File: src/hw/rtl/arp_pkg.sv
// Shared types, constants and codes for the ARP resolver.
package arp_pkg;

  localparam int CACHE_ENTRIES = 16;
  localparam int PENDING_IPS = 8;
  localparam int QUEUE_PER_IP = 8;
  localparam int CW = $clog2(CACHE_ENTRIES);
  localparam int PW = $clog2(PENDING_IPS);
  localparam int QW = $clog2(QUEUE_PER_IP);
  localparam int CNTW = $clog2(QUEUE_PER_IP + 1);
  localparam int HW = $clog2(PENDING_IPS * QUEUE_PER_IP);
  localparam logic [47:0] BCAST_MAC = 48'hFFFF_FFFF_FFFF;

  localparam logic [1:0] ACT_SEND = 2'd0;
  localparam logic [1:0] ACT_RECV = 2'd1;
  localparam logic [1:0] ACT_TICK = 2'd2;
  localparam logic [1:0] FT_IPV4 = 2'd0;
  localparam logic [1:0] FT_ARP = 2'd1;
  localparam logic [1:0] OP_REQ = 2'd0;
  localparam logic [1:0] KIND_IPV4 = 2'd0;
  localparam logic [1:0] KIND_ARPREQ = 2'd1;
  localparam logic [1:0] KIND_ARPREP = 2'd2;
  localparam logic [1:0] KIND_UP = 2'd3;
  localparam logic [1:0] REG_MY_MAC = 2'd0;
  localparam logic [1:0] REG_MY_IP = 2'd1;
  localparam logic [1:0] REG_ENTRY_TTL = 2'd2;
  localparam logic [1:0] REG_REPLY_TTL = 2'd3;

  typedef struct packed {
    logic [1:0]  action;
    logic [31:0] hop_ip;
    logic [15:0] dgram_handle;
    logic [47:0] frame_dst_mac;
    logic [1:0]  eth_type;
    logic        parse_ok;
    logic [1:0]  arp_opcode;
    logic [31:0] arp_sender_ip;
    logic [47:0] arp_sender_mac;
    logic [31:0] arp_target_ip;
    logic [31:0] elapsed_ms;
  } in_item_t;

  typedef struct packed {
    logic [1:0]  kind;
    logic [47:0] dst_mac;
    logic [15:0] out_handle;
    logic [31:0] target_ip;
    logic [47:0] target_mac;
    logic        last;
  } out_item_t;

  typedef enum logic [2:0] {
    ST_IDLE, ST_TICK, ST_DECIDE, ST_EMIT, ST_FLUSH_RD, ST_FLUSH
  } state_t;

  // Per-cell command broadcast along a cell row (cache or pending).
  typedef struct packed {
    logic        tick;
    logic [31:0] elapsed;
    logic [31:0] ttl;
    logic        wr;
    logic [31:0] wr_ip;
    logic [47:0] wr_mac;
  } cell_cmd_t;

  function automatic logic [31:0] sat_add(input logic [31:0] a, input logic [31:0] b);
    logic [32:0] s;
    s = {1'b0, a} + {1'b0, b};
    return s[32] ? 32'hFFFF_FFFF : s[31:0];
  endfunction

endpackage

File: src/hw/rtl/arp_cell.sv
// One table cell: valid, ip, mac, saturating age; compares its ip against a key.
module arp_cell (
  input  logic              clk,
  input  logic              rst,
  input  arp_pkg::cell_cmd_t cmd,
  input  logic              sel,
  input  logic              clr,
  input  logic [31:0]       key,
  output logic              hit,
  output logic              vld,
  output logic [47:0]       mac_q,
  output logic [31:0]       age_q
);
  logic        valid;
  logic [31:0] ip;
  logic [47:0] mac;
  logic [31:0] age;
  logic [31:0] age_next;

  assign age_next = arp_pkg::sat_add(age, cmd.elapsed);
  assign hit = valid && (ip == key);
  assign vld = valid;
  assign mac_q = mac;
  assign age_q = age;

  always_ff @(posedge clk) begin
    if (rst) begin
      valid <= 1'b0;
    end else if (cmd.wr && sel) begin
      valid <= 1'b1;
    end else if (clr) begin
      valid <= 1'b0;
    end else if (cmd.tick && valid && age_next >= cmd.ttl) begin
      valid <= 1'b0;
    end
  end

  always_ff @(posedge clk) begin
    if (cmd.wr && sel) begin
      ip  <= cmd.wr_ip;
      mac <= cmd.wr_mac;
      age <= '0;
    end else if (cmd.tick && valid) begin
      age <= age_next;
    end
  end
endmodule

File: config.mk
export PLATFORM = sky130hd
export DESIGN_NAME = arp_cell
export DESIGN_NICKNAME = d
export VERILOG_FILES = /design/src/hw/rtl/arp_pkg.sv /design/src/hw/rtl/arp_cell.sv
export SDC_FILE = /design/constraint.sdc
export NUM_CORES = 1
export LEC_CHECK = 0
export ABC_AREA = 1
export BUFFER_PORTS_ARGS = -buffer_cell sky130_fd_sc_hd__clkbuf_2
export CAP_MARGIN = 30
export CORE_ASPECT_RATIO = 1.4
export CORE_MARGIN = 3
export CORE_UTILIZATION = 40
export DETAILED_ROUTE_END_ITERATION = 8
export PLACE_DENSITY_LB_ADDON = 0.12
export SKIP_CTS_REPAIR_TIMING = 1
export SYNTH_ARGS = -nofsm -noshare
export SYNTH_HDL_FRONTEND = slang
export SYNTH_SLANG_ARGS = --single-unit
File: constraint.sdc
create_clock -name clk -period 7.9 [get_ports clk]
set_clock_uncertainty 0.05 [all_clocks]
set_input_delay 1.58 -clock clk [delete_from_list [all_inputs] [get_ports clk]]
set_output_delay 1.58 -clock clk [all_outputs]
set_load 0.01 [all_outputs]
Word-level counts from Yosys, hierarchy flattened

Index checks and enable logic that the tools add are counted.

Bits of input ports: 182
Output and inout bits: 82
Logic and storage cells: 16
Register bits after elaboration: 113

Add/sub/neg operators: 1
Equal/unequal tests: 1
Magnitude comparators: 1
Reduce and logical (&&, ||, !) cells: 5
Multiplexer cells: 4

Operators by type and width:

| kind                               | number |
|---|---|
| adder 32 x 32 -> 33 bit            | 1 |
| == test 32 bit                     | 1 |
| greater-or-equal comparator 32 bit | 1 |
| 2-to-1 mux 32 bit                  | 1 |
| logical AND 1 bit                  | 4 |
| 2-to-1 mux 1 bit                   | 3 |
| nonzero test 3 bit                 | 1 |

Depth between registers and ports, before layout

Depth in word-level cells: 7
Gate-level depth with buffers: 28
Depth with buffers taken out: 27

Least setup slack after synthesis

No wires, ideal clock.

Kind: input-to-reg
From: in cmd[113] in the netlist's numbering
To: reg valid (netlist: vld)
Data arrival time: 4.105 ns
Stages: 22
Library setup time: 0.125 ns
Setup slack: 3.620 ns
Required time: 7.725 ns
Path buffers: 2
Path through: ha_1 -> fa_1 -> inv_1 -> o21ai_2 -> nand2_1 -> nand2_2 -> nand2_1 -> nand2_2 -> a21oi_4 -> buf_6 -> buf_2 -> nand3_1 -> ha_1 -> nand2_1 -> nor2_1 -> nand4_1 -> nor2_1 -> nand4_1 -> nand3_1 -> nand2_1 -> nand2_1 -> a21oi_1

Longest elaborated chain between the ends: 5

Ends and longest elaborated chain:

| what                               | RTL line       | source |
|---|---|---|
| start: declaration                 | arp_cell.sv:5  | `input arp_pkg::cell_cmd_t cmd,` |
| adder 32 x 32 -> 33 bit            | arp_pkg.sv:68  | `s = {1'b0, a} + {1'b0, b};` |
| 2-to-1 mux 32 bit                  | arp_pkg.sv:69  | `return s[32] ? 32'hFFFF_FFFF : s[31:0];` |
| via age_next[22]                   | arp_cell.sv:18 | `logic [31:0] age_next;` |
| greater-or-equal comparator 32 bit | arp_cell.sv:33 | `end else if (cmd.tick && valid && age_next >= cmd.ttl) begin` |
| logical AND 1 bit                  | arp_cell.sv:33 |  |
| nonzero test 3 bit (no line)       | -              |  |
| end signal: assignment             | arp_cell.sv:30 | `valid <= 1'b1;` |
| end signal: assignment             | arp_cell.sv:32 | `valid <= 1'b0;` |
| end signal: assignment             | arp_cell.sv:34 | `valid <= 1'b0;` |
| end: declaration                   | arp_cell.sv:14 | `logic valid;` |

The timed path passes the listed nets, and every way through them passes these cells.
A chain may end at the register's enable or synchronous reset.

Worst setup path in the final report

Same ends and word-level chain as after synthesis.

==> results.ini <==
[run_status]
outcome=complete, no violations

[pwr]
power_switching_w=0.000718
combPwrFrac_pct=28.0
irDropWorstVdd_mv=0.107
p_clk_share_pct=39.1
leakage_nw=5.20
power_w=0.00218
pwr-share-seq_pct=32.8
internal_power_w=0.00146
p_per_area_mw_per_mm2=228
swShare_pct=33.0

[worst_setup_path]
rr_startpoint=age_q[0]
timing.rr.end=vld
end_kind=register
worstSetupPathType=input pin to register
required_ns=8.15
regToRegSetupSlack_ns=3.70
arrival_ns=5.36
critical_path.startpoint_type=input pin
worstPathMaxFanout=29
r2r_cells=24

[synth]
netlist.top_cell.by_area=edfxtp_1
synth_seq_cells=113
synth.most_common_cell=nand2_1
avgSynthCellArea_um2=7.77
synthTopCellsByArea=edfxtp_1, nand2_1, ha_1
async_reset_ff_share_pct=0
post_synth_inst_count=945
synth_seq_area_share_pct=41.7
synth_flop_cell=edfxtp_1
syn-num-nets=1192
synth_cell_types=42
synth_area_mm2=0.00734
yosysWarnings=0
synth-edff-count=80
netlist_top_cells_count=nand2_1, inv_1, nor2_1, edfxtp_1, ha_1
yosysTopAreaCellShare_pct=32.7

[global_route]
antenna_found_initial=0
grt_max_degree=49
grt_pass1_wl_um=34900
grt_usage_pct=22.6
grt.overflow.total=0
grt_pass1_vias=6804

[floorplanning]
ios=264
dieArea_mm2=0.0200
initial_core_util_pct=40.8
die_x_um=121
die_h_um=166
core_mm2=0.0180
rows=58

[min_path]
hold_class=register to register
min_to=age_q[13]
whs_path_depth=2
hp-start=age_q[13]

[route]
routed_wl_um=23000
routed.top_layer=met4
wl_met2_um=12400
vias_per_cell=4.72
avgRoutedWirePerCell_um=15.6
dr_wl_met3_um=1160
ant_nets=0
vias=6945
drc=0
first_iter_violations=352
wl_met1_um=9000
dr.pass1.iters=7

[flow_run]
cap_violations=0

[placement]
gp_congestion=0.924
dpl.hpwl_um=19000
pre_cts_slack_ns=2.29
io_buffers=263

[layout]
nNetsFinal=1464
syn_to_final_growth_pct=30.1
layout-drive-gt1-share_pct=26.2
n_antenna_cell=0
final_util_pct=53.1
register_area_mm2=0.00306
multi_input_area_mm2=0.00352
fill_cells=1825

[clock_network]
h-tree-depth=4
clk_latency_ns=0.42
cts_tree=built
cts.sinks=113
cts-root-buf=clkbuf_16
cts.clk_slew.worst_paths_ns=0.06
clockBufferDepth=2
cts_buffers=17

[sta]
max_slew_margin_pct=39.5
setup_violations=0
fin_ws_ns=2.79
fmax_mhz=196
min_period_over_period_pct=64.6
slew_violations=0
whs_ns=0.512
rsz0062_at_grt=no
finalHoldViolations=0
min_period_ns=5.11
fin_tns_setup_ns=0
worst_slew_pin_slew_ns=0.905

## flip-flops by register name (all words and copies together), names as in the netlist
register / flops
mac_q: 48
vld: 1
ip: 32
age_q: 32
## stage by stage
step / cells / cell area [um^2]
2_1_floorplan: 945 / 7340
6_report: 1470 / 9550
5_1_grt: 1470 / 9550
4_1_cts: 1470 / 9550
3_5_place_dp: 1438 / 8900
3_3_place_gp: 1438 / 8900
## worst max path at each step
stage | slack, ns | end | start | cells past startpoint
2_1_floorplan | 3.62 | vld | cmd[113] | 22
3_3_place_gp | 2.36 | vld | cmd[113] | 25
3_5_place_dp | 2.29 | vld | cmd[113] | 25
4_1_cts | 2.74 | vld | cmd[113] | 25
5_1_grt | 2.38 | vld | cmd[113] | 25
6_report | 2.79 | vld | cmd[113] | 25
## cell usage in the layout, fill, tap and decap left out, drive strengths merged, types with 6 or more instances in the layout
cell,instances
xor2,16
nor2,90
a21oi,60
nand2,244
edfxtp,80
ha,64
o21bai,7
o21ai,51
nor3,6
clkbuf,280
nand4,14
nand3,48
dfxtp,33
inv,189
## layer usage
layer / GRT usage (%) / vias to the layer above
li1: - / 3614
met3: 4.84 / 25
met2: 42.5 / 196
met5: 0 / -
met4: 7.15 / 0
met1: 25.0 / 3110
## layout make-up
type / count / share of cell area [%]
sequential: 113 / 32.1
clock buffer: 17 / 4.45
tap: 240 / 3.14
timing repair buffer: 266 / 14.0
clock inverter: 15 / 2.32
inverter: 183 / 7.19
multi-input combinational: 636 / 36.8
## worst max-delay path, stage by stage
cell      delay, ns
clkbuf_2       0.08
ha_1           0.22
fa_1           0.39
inv_1          0.11
o21ai_2        0.10
nand2_1        0.08
nand2_2        0.07
nand2_1        0.08
nand2_2        0.08
a21oi_4        0.73
inv_2          0.31
nor2_1         0.22
inv_1          0.06
ha_1           0.29
nand2_1        0.05
inv_1          0.06
nand3_1        0.07
nor3_1         0.34
nand2_1        0.09
nand2_1        0.07
nand2_1        0.05
nand3_1        0.07
nand2_1        0.05
nand2_1        0.05
a21oi_1        0.05
## cell families after synthesis
logic type,count (synthesis),share of synthesized area (%)
buffers and inverters,196,10.4
XOR/XNOR,20,2.38
adder cells (fa/ha/maj),65,11.2
AO/OA/AOI/OAI,139,10.9
flip-flops,113,41.7
AND/OR/NAND/NOR,412,23.4
## power by group through the flow
| stage | registers, W | logic [W] | clock network (W) |
|---|---|---|---|
| 3_3_place_gp | 0.000725 | 0.000605 | 0 |
| 2_1_floorplan | 0.000739 | 0.000394 | 0 |
| 4_1_cts | 0.000714 | 0.000616 | 0.000871 |
| 5_1_grt | 0.000719 | 0.000695 | 0.000895 |
| 3_5_place_dp | 0.000726 | 0.000612 | 0 |
| 6_report | 0.000714 | 0.000610 | 0.000852 |
Power figures use the tool's default switching activity.
