### config.mk
export PLATFORM = sky130hd
export DESIGN_NAME = arp_ram
export DESIGN_NICKNAME = d
export VERILOG_FILES = /design/src/hw/rtl/arp_ram.sv
export SDC_FILE = /design/constraint.sdc
export NUM_CORES = 1
export LEC_CHECK = 0
export ABC_AREA = 1
export BUFFER_PORTS_ARGS = -buffer_cell sky130_fd_sc_hd__buf_2
export CORE_MARGIN = 2
export CORE_UTILIZATION = 30
export DETAILED_ROUTE_END_ITERATION = 8
export GPL_TIMING_DRIVEN = 1
export PLACE_DENSITY = 0.49
export SYNTH_ARGS = -nofsm -noshare
export SYNTH_HDL_FRONTEND = slang
export SYNTH_SLANG_ARGS = --single-unit
### constraint.sdc
create_clock -name clk -period 5.1 [get_ports clk]
set_input_delay 1.53 -clock clk [delete_from_list [all_inputs] [get_ports clk]]
set_output_delay 1.53 -clock clk [all_outputs]
set_load 0.02 [all_outputs]
### src/hw/rtl/arp_ram.sv
// Generic simple dual-port RAM (one write port, one read port) with registered read.
module arp_ram #(
  parameter int WIDTH = 16,
  parameter int DEPTH = 64
) (
  input  logic                     clk,
  input  logic                     we,
  input  logic [$clog2(DEPTH)-1:0] waddr,
  input  logic [WIDTH-1:0]         wdata,
  input  logic [$clog2(DEPTH)-1:0] raddr,
  output logic [WIDTH-1:0]         rdata
);
  logic [WIDTH-1:0] mem [DEPTH];

  always_ff @(posedge clk) begin
    if (we) begin
      mem[waddr] <= wdata;
    end
    rdata <= mem[raddr];
  end
endmodule

# Yosys cells after proc, flatten, opt, wreduce, memory -nomap -nowiden
# Memory sizes are Yosys's and may differ from the RTL's. A register that Yosys moved wholly into a read port is not among the register bits.
# Cells that the tools add are included.
[totals] ramBits=1024 wordCells=3 inputBits=30 n_memories=1 out_inout_bits=16 reg_bits=0
[memory_table] memory="mem" words=64 width=16 read_ports=1 rd_clocked_by_memory_dff=1 wr=1 line="13" rtl="logic [WIDTH-1:0] mem [DEPTH];"
[classes] mux=2
[ops] operator="$mux 1" count=2

# Depth between registers and ports, before layout
# Gate-level depths: netlist of run 1.
[logic_depth] word_depth=2 mapped_depth=12 depth_no_buf=9

# Least setup slack after synthesis of run 1
# OpenSTA, ideal clock, no wires.
[synth_timing] path_kind="input port to flip-flop" from="input we" to="memory mem[48][0], enable pin" arrival_ns=3.654 slack_ns=1.016 t_required_ns=4.669 path_buffers=1 cell_stages=3 setup_ns=0.431 cell_sequence="clkbuf_1 nand4_1 nor4_1"
[synth_via] elab_chain_cells=2
[synth_rtl] element="from (decl)" line="7" rtl="input logic we,"
[synth_rtl] element="$mux 1" line="16" rtl="if (we) begin"
[synth_rtl] element="$mux 1 (implied by the code)" line="17" rtl="mem[waddr] <= wdata;"
[synth_rtl] element="to (decl)" line="13"
# Every way passes these cells.

==> run summary, run 1 <==
- complete, no violations — status
- 23.2% — switch share
- 5359 — placed cell count
- 379 µm — floorplan die width
- 13700 — count of filler cells inserted in the layout
- 30.2% — Initial Utilization
- 0.06 ns — clock-pin transition on the worst setup and hold timing paths
- 3.38 ns — final critical-path required period
- 21.2% — slew margin rel.
- 16 — library cells used by synthesis
- 0 — max cap viols
- 71400 µm — Detail Placement HPWL
- 3623 — Net count, final
- 7 — antenna violations before repair
- 4.83 — post-detailed-route via-to-cell ratio
- primary input — Critical Path Source Type
- done — clock tree from TritonCTS
- in -> reg — category of the critical setup timing path
- 25700 — via count of the first global-routing pass
- 1040 — clock sink total
- 3517 — Post-Syn Instances
- 3 — Bufs on Longest Clock Path
- 0 — Resize count post-CTS
- 0.296 GHz — timing-limited maximum frequency
- 0 ns — Sum Neg Setup Slack
- 0 — Final Slew Violations
- 0 — count of final hold-check violations
- 4.27 mW — switching pwr
- 0% — portion of netlist area occupied by mux cells
- 0.0265 ns — worst-case clock skew
- 22.4 µm — WL per Instance
- sky130_fd_sc_hd__nand2_1 — leading cell type in the layout, fill and taps excluded
- register — CP endpoint kind
- 137 — Core Rows
- 22.7% — Post-Synth Simple-Gate Area
- 0 — Hold-fix buffers, CTS
- 5565 — final instance count without filler cells
- 0 — setup repair bufs after CTS
- 46 — num ports
- 124000 µm — total wire length
- 0 — DRC violation count after routing
- 107 — number of buffers added by the clock tree synthesis step
- 0 — number of setup violations in the final report
- 14.1 mW — Pint
- 14.3% — relative area change from synthesis to final layout
- 1.18 ns — Least-Margin Pin Slew
- 0 — residual overflow from global routing
- 6.5% — combinational share of power
- 5.66 ns — Worst EP required
- 160 — maximum number of pins on one net before global-route repair
- simple AND/OR/NAND/NOR gates — combinational family with the most area after synthesis
- 379 µm — Die H
- 12.0 µm² — mean cell area of the mapped netlist
- sky130_fd_sc_hd__clkbuf_16 — root buf cell
- 0.881 — weighted congestion at the end of routability-driven global placement
- 139000 µm² — Placeable Area
- 42100 µm² — Post-Synthesis Cell Area
- no — unrepaired setup endpoints after global routing
- 17.1 nW — leakage power of the design
- 3 — Clock H-tree levels
- 0% — adder and majority cell fraction of the synthesized area
- 0.000267 V — peak supply drop
- 3547 — Syn Nets
- 1040 — post-synthesis register bit count
- 26900 — vias after detailed routing
- 181000 µm — global-route wire length before repair
- sky130_fd_sc_hd__nand2_1 (1296), sky130_fd_sc_hd__edfxtp_1 (1024), sky130_fd_sc_hd__nand3_1 (871) — commonest non-fill, non-tap cells in the layout
- 2453 — initial detailed-routing violation count
- 45 — number of buffers inserted by port buffering
- 0 — number of warnings issued by yosys
- 0.71 ns — Worst-Skew Late Latency
- 143000 µm² — area enclosed by the die boundary
- 3.94 ns — data arrival time at the worst-slack endpoint
- 159 — largest fanout on the critical path
- 51.6% — sequential cell fraction of total power
- 0% — area fraction in compound gates after synthesis
- 5 — count of TritonRoute iterations in the first routing pass
- 0 — number of nets with antenna violations after detailed routing
- 41.9% — clock network fraction of total power
- 66.3% — Tcrit/Tclk final
- 0% — area share of xor/xnor cells in the synthesized design
- 17.2% — gr usage total
- 382 nW/µm² — power density normalized to cell area
- 73.8% — sequential fraction of the synthesis area
- reg -> reg — min-delay worst type
- 10.1% — layout cell share with drive strength beyond 1
==> power groups by stage <==
stage               logic (mW)  registers, mW  clock network, mW
CTS                       1.21           9.49               7.86
global route              1.30           9.49               8.18
detailed placement        1.20           9.67                  0
floorplan                0.633           9.68                  0
finish                    1.19           9.49               7.71
global placement          1.20           9.67                  0
==> worst max-delay path, cell delays in order <==
cell,delay (ns)
sky130_fd_sc_hd__buf_8,0.29
sky130_fd_sc_hd__inv_16,0.21
sky130_fd_sc_hd__buf_12,0.44
sky130_fd_sc_hd__nand2_1,0.09
sky130_fd_sc_hd__nand3_1,0.06
sky130_fd_sc_hd__nand3_1,0.16
sky130_fd_sc_hd__nand2_1,0.11
sky130_fd_sc_hd__nand2_1,0.07
sky130_fd_sc_hd__nand3_1,0.11
sky130_fd_sc_hd__nand3_1,0.35
sky130_fd_sc_hd__nand2_1,0.12
==> logic make-up after synthesis <==
| group | Yosys count |
|---|---|
| buf+inv | 237 |
| flops | 1040 |
| simple gates | 2240 |
==> stage by stage <==
stage	util [%]	power [mW]	cell area (µm²)	setup WS [ns]	hold slack (ns)
6_report	34.5	18.4	48100	1.72	0.826
5_1_grt	34.5	19.0	48100	1.64	0.919
4_1_cts	34.5	18.6	48100	1.82	0.832
3_5_place_dp	32.0	10.9	44700	1.08	0.815
3_3_place_gp	32.0	10.9	44700	1.03	0.818
2_1_floorplan	-	10.3	42100	1.02	0.722
==> area by class of cell <==
type                       count  area (µm²)  area share (%)
sequential                  1040       31100            64.6
multi-input combinational   2240        9610            20.0
clock buffer                 141        2920            6.07
tap                         1876        2350            4.88
timing repair buffer         192        1590            3.30
clock inverter                60         497            1.03
inverter                      12        71.3           0.148
antenna                        4        10.0          0.0208
==> per-layer routing <==
metal	GRT usage [%]	part of all wire, %	wire [µm]	up-vias
met4	4.85	2.7	3360	6
li1	-	-	-	12600
met3	4.02	7.0	8700	186
met2	27.2	46	57900	749
met1	23.6	44	54500	13400
met5	0	0.023	29	-
==> Yosys cell counts <==
library cell	count	area (µm²)
sky130_fd_sc_hd__nor4_1	8	50.1
sky130_fd_sc_hd__inv_8	1	11.3
sky130_fd_sc_hd__dfxtp_1	16	320
sky130_fd_sc_hd__buf_2	113	566
sky130_fd_sc_hd__inv_2	2	7.51
sky130_fd_sc_hd__nand4_1	9	56.3
sky130_fd_sc_hd__edfxtp_1	1024	30700
sky130_fd_sc_hd__nand3_1	871	4360
sky130_fd_sc_hd__buf_8	1	15.0
sky130_fd_sc_hd__nor2_1	56	210
sky130_fd_sc_hd__clkbuf_1	26	97.6
sky130_fd_sc_hd__buf_1	17	63.8
sky130_fd_sc_hd__inv_1	9	33.8
sky130_fd_sc_hd__nand2_1	1296	4860
sky130_fd_sc_hd__buf_4	19	143
sky130_fd_sc_hd__buf_6	49	552
==> sequential cells by signal, summed over array words and instances, names as in the netlist <==
| signal | count |
|---|---|
| mem | 1024 |
| rdata | 16 |
==> path summary, 6_finish.rpt <==
check	startpoint	endpoint	slack, ns	cells after the start
setup / recovery	raddr[0]	rdata[10]$_DFF_P_	1.72	11
setup reg to reg	mem[11][14]$_DFFE_PP_	rdata[14]$_DFF_P_	3.39	8
hold reg to reg	mem[48][0]$_DFFE_PP_	rdata[0]$_DFF_P_	0.83	8
hold / removal	mem[48][0]$_DFFE_PP_	rdata[0]$_DFF_P_	0.83	8
(Power assumes the default switching activity.)
==> run 2: changes to the inputs <==
clock period = 3.2 ns   (was 5.1 ns; I/O delays follow)
==> run summary, run 2 (synthesis results as in run 1) <==
- complete, no violations — status
- 79.3% — Tcrit/Tclk final
- 27.6% — M2 GR Usage
- 4.46% — Global Route met3 Usage
- 2.54 ns — final critical-path required period
- no — unrepaired setup endpoints after global routing
- output pin — CP endpoint kind
- 0.664 ns — post-layout worst setup margin
- 1 — stages on the worst setup path
- 23.9% — global-route met1 utilization
- 12 — antenna violations before repair
- 17.5% — gr usage total
- 0 — count of final hold-check violations
- 1040 — clock sink total
- 0 — number of nets with antenna violations after detailed routing
- 139000 µm² — Placeable Area
- 0 — number of setup violations in the final report
- 30.2% — Initial Utilization
- sky130_fd_sc_hd__clkbuf_16 — root buf cell
- 3 — Clock H-tree levels
- 137 — Core Rows
- 126000 µm — total wire length
- 22.4 µm — WL per Instance
- 0.841 — weighted congestion at the end of routability-driven global placement
- 0.0785 ns — pre-CTS worst setup slack
- 5 — count of TritonRoute iterations in the first routing pass
- 0 — setup repair bufs after CTS
- 3 — Bufs on Longest Clock Path
- 45 — number of buffers inserted by port buffering
- 0.07 ns — clock-pin transition on the worst setup and hold timing paths
- done — clock tree from TritonCTS
- 0 — DRC violation count after routing
- 0 — Resize count post-CTS
- 1 — number of cells on the worst hold path
- 27100 — vias after detailed routing
- 3676 — Net count, final
- 182000 µm — global-route wire length before repair
- sky130_fd_sc_hd__dfxtp_1 — slowest cell on the critical path
- buf_2 — critical path, cell by cell
- 35.1% — Finished Core Util
- 86 — maximum number of pins on one net before global-route repair
- in -> reg — min-delay worst type
- sky130_fd_sc_hd__nand2_1 (1296), sky130_fd_sc_hd__edfxtp_1 (1024), sky130_fd_sc_hd__nand3_1 (871) — commonest non-fill, non-tap cells in the layout
- sky130_fd_sc_hd__nand2_1 — leading cell type in the layout, fill and taps excluded
- 5414 — placed cell count
- 1024 — flip-flop count of the largest register, all copies and words added
- 0.72 ns — Worst-Skew Late Latency
- 0.59 ns — worst stage delay on the critical path
- 0.0303 ns — worst-case clock skew
- 1.58 ns — data arrival time at the worst-slack endpoint
- 11.2% — layout cell share with drive strength beyond 1
- 1 — buffers plus inverters on the worst setup path
- 379 µm — Die H
- 2290 — initial detailed-routing violation count
- 2.24 ns — Worst EP required
- 1 — largest fanout on the critical path
- 143000 µm² — area enclosed by the die boundary
- reg -> out — category of the critical setup timing path
- 29.6 mW — overall power of the completed layout
- flip-flops — delay-heaviest family, CP
- 17.5 nW — leakage power of the design
- 0 — max cap viols
- 0.942 ns — Least-Margin Pin Slew
- 73600 µm — Detail Placement HPWL
- 106 — number of buffers added by the clock tree synthesis step
- 604 nW/µm² — power density normalized to cell area
- 16.2% — relative area change from synthesis to final layout
- 37.2% — slew margin rel.
- 0 — Final Slew Violations
- 46 — num ports
- register — Critical Path Source Type
- 0.394 GHz — timing-limited maximum frequency
- 0 — residual overflow from global routing
- 26000 — via count of the first global-routing pass
- 0.000373 V — peak supply drop
- 0 — Hold-fix buffers, CTS
- 4.82 — post-detailed-route via-to-cell ratio
- mem — Most flops, register
- mem x1024, rdata x16 — biggest regs
- 5621 — final instance count without filler cells
- 379 µm — floorplan die width
- met2 — most utilized layer in the global route result
- 8 — Worst R2R Path Depth
run 2: layer usage:
layer | up-vias | part of all wire [%]
met2 | 750 | 46
met5 | - | 0.018
met4 | 4 | 2.4
li1 | 12700 | -
met3 | 178 | 7.1
met1 | 13500 | 44
run 2: power by group:
| group | switching, mW | internal [mW] |
|---|---|---|
| clock network | 5.28 | 7.15 |
| registers | 0.0412 | 15.1 |
| logic | 1.49 | 0.540 |
| total | 6.81 | 22.8 |
run 2: layout make-up:
type / instances / area (µm²)
clock buffer: 137 / 2880
tap: 1876 / 2350
timing repair buffer: 246 / 2350
antenna: 11 / 27.5
sequential: 1040 / 31100
multi-input combinational: 2240 / 9610
inverter: 12 / 71.3
fill: 13700 / 90400
clock inverter: 59 / 579
run 2: path summary, 6_finish.rpt:
check	start	end	slack, ns
setup / recovery	rdata[10]$_DFF_P_	rdata[10]	0.66
hold / removal	wdata[1]	mem[41][1]$_DFFE_PP_	0.71
setup reg to reg	mem[3][15]$_DFFE_PP_	rdata[15]$_DFF_P_	1.43
hold reg to reg	mem[62][15]$_DFFE_PP_	rdata[15]$_DFF_P_	0.81
run 2: per-stage QoR:
step	hold slack, ns	cell area (µm²)	setup TNS [ns]
floorplan	0.722	42100	-40.20
global placement	0.803	45400	0
detailed placement	0.787	45400	0
CTS	0.666	48900	0
global route	0.705	48900	0
finish	0.712	48900	0
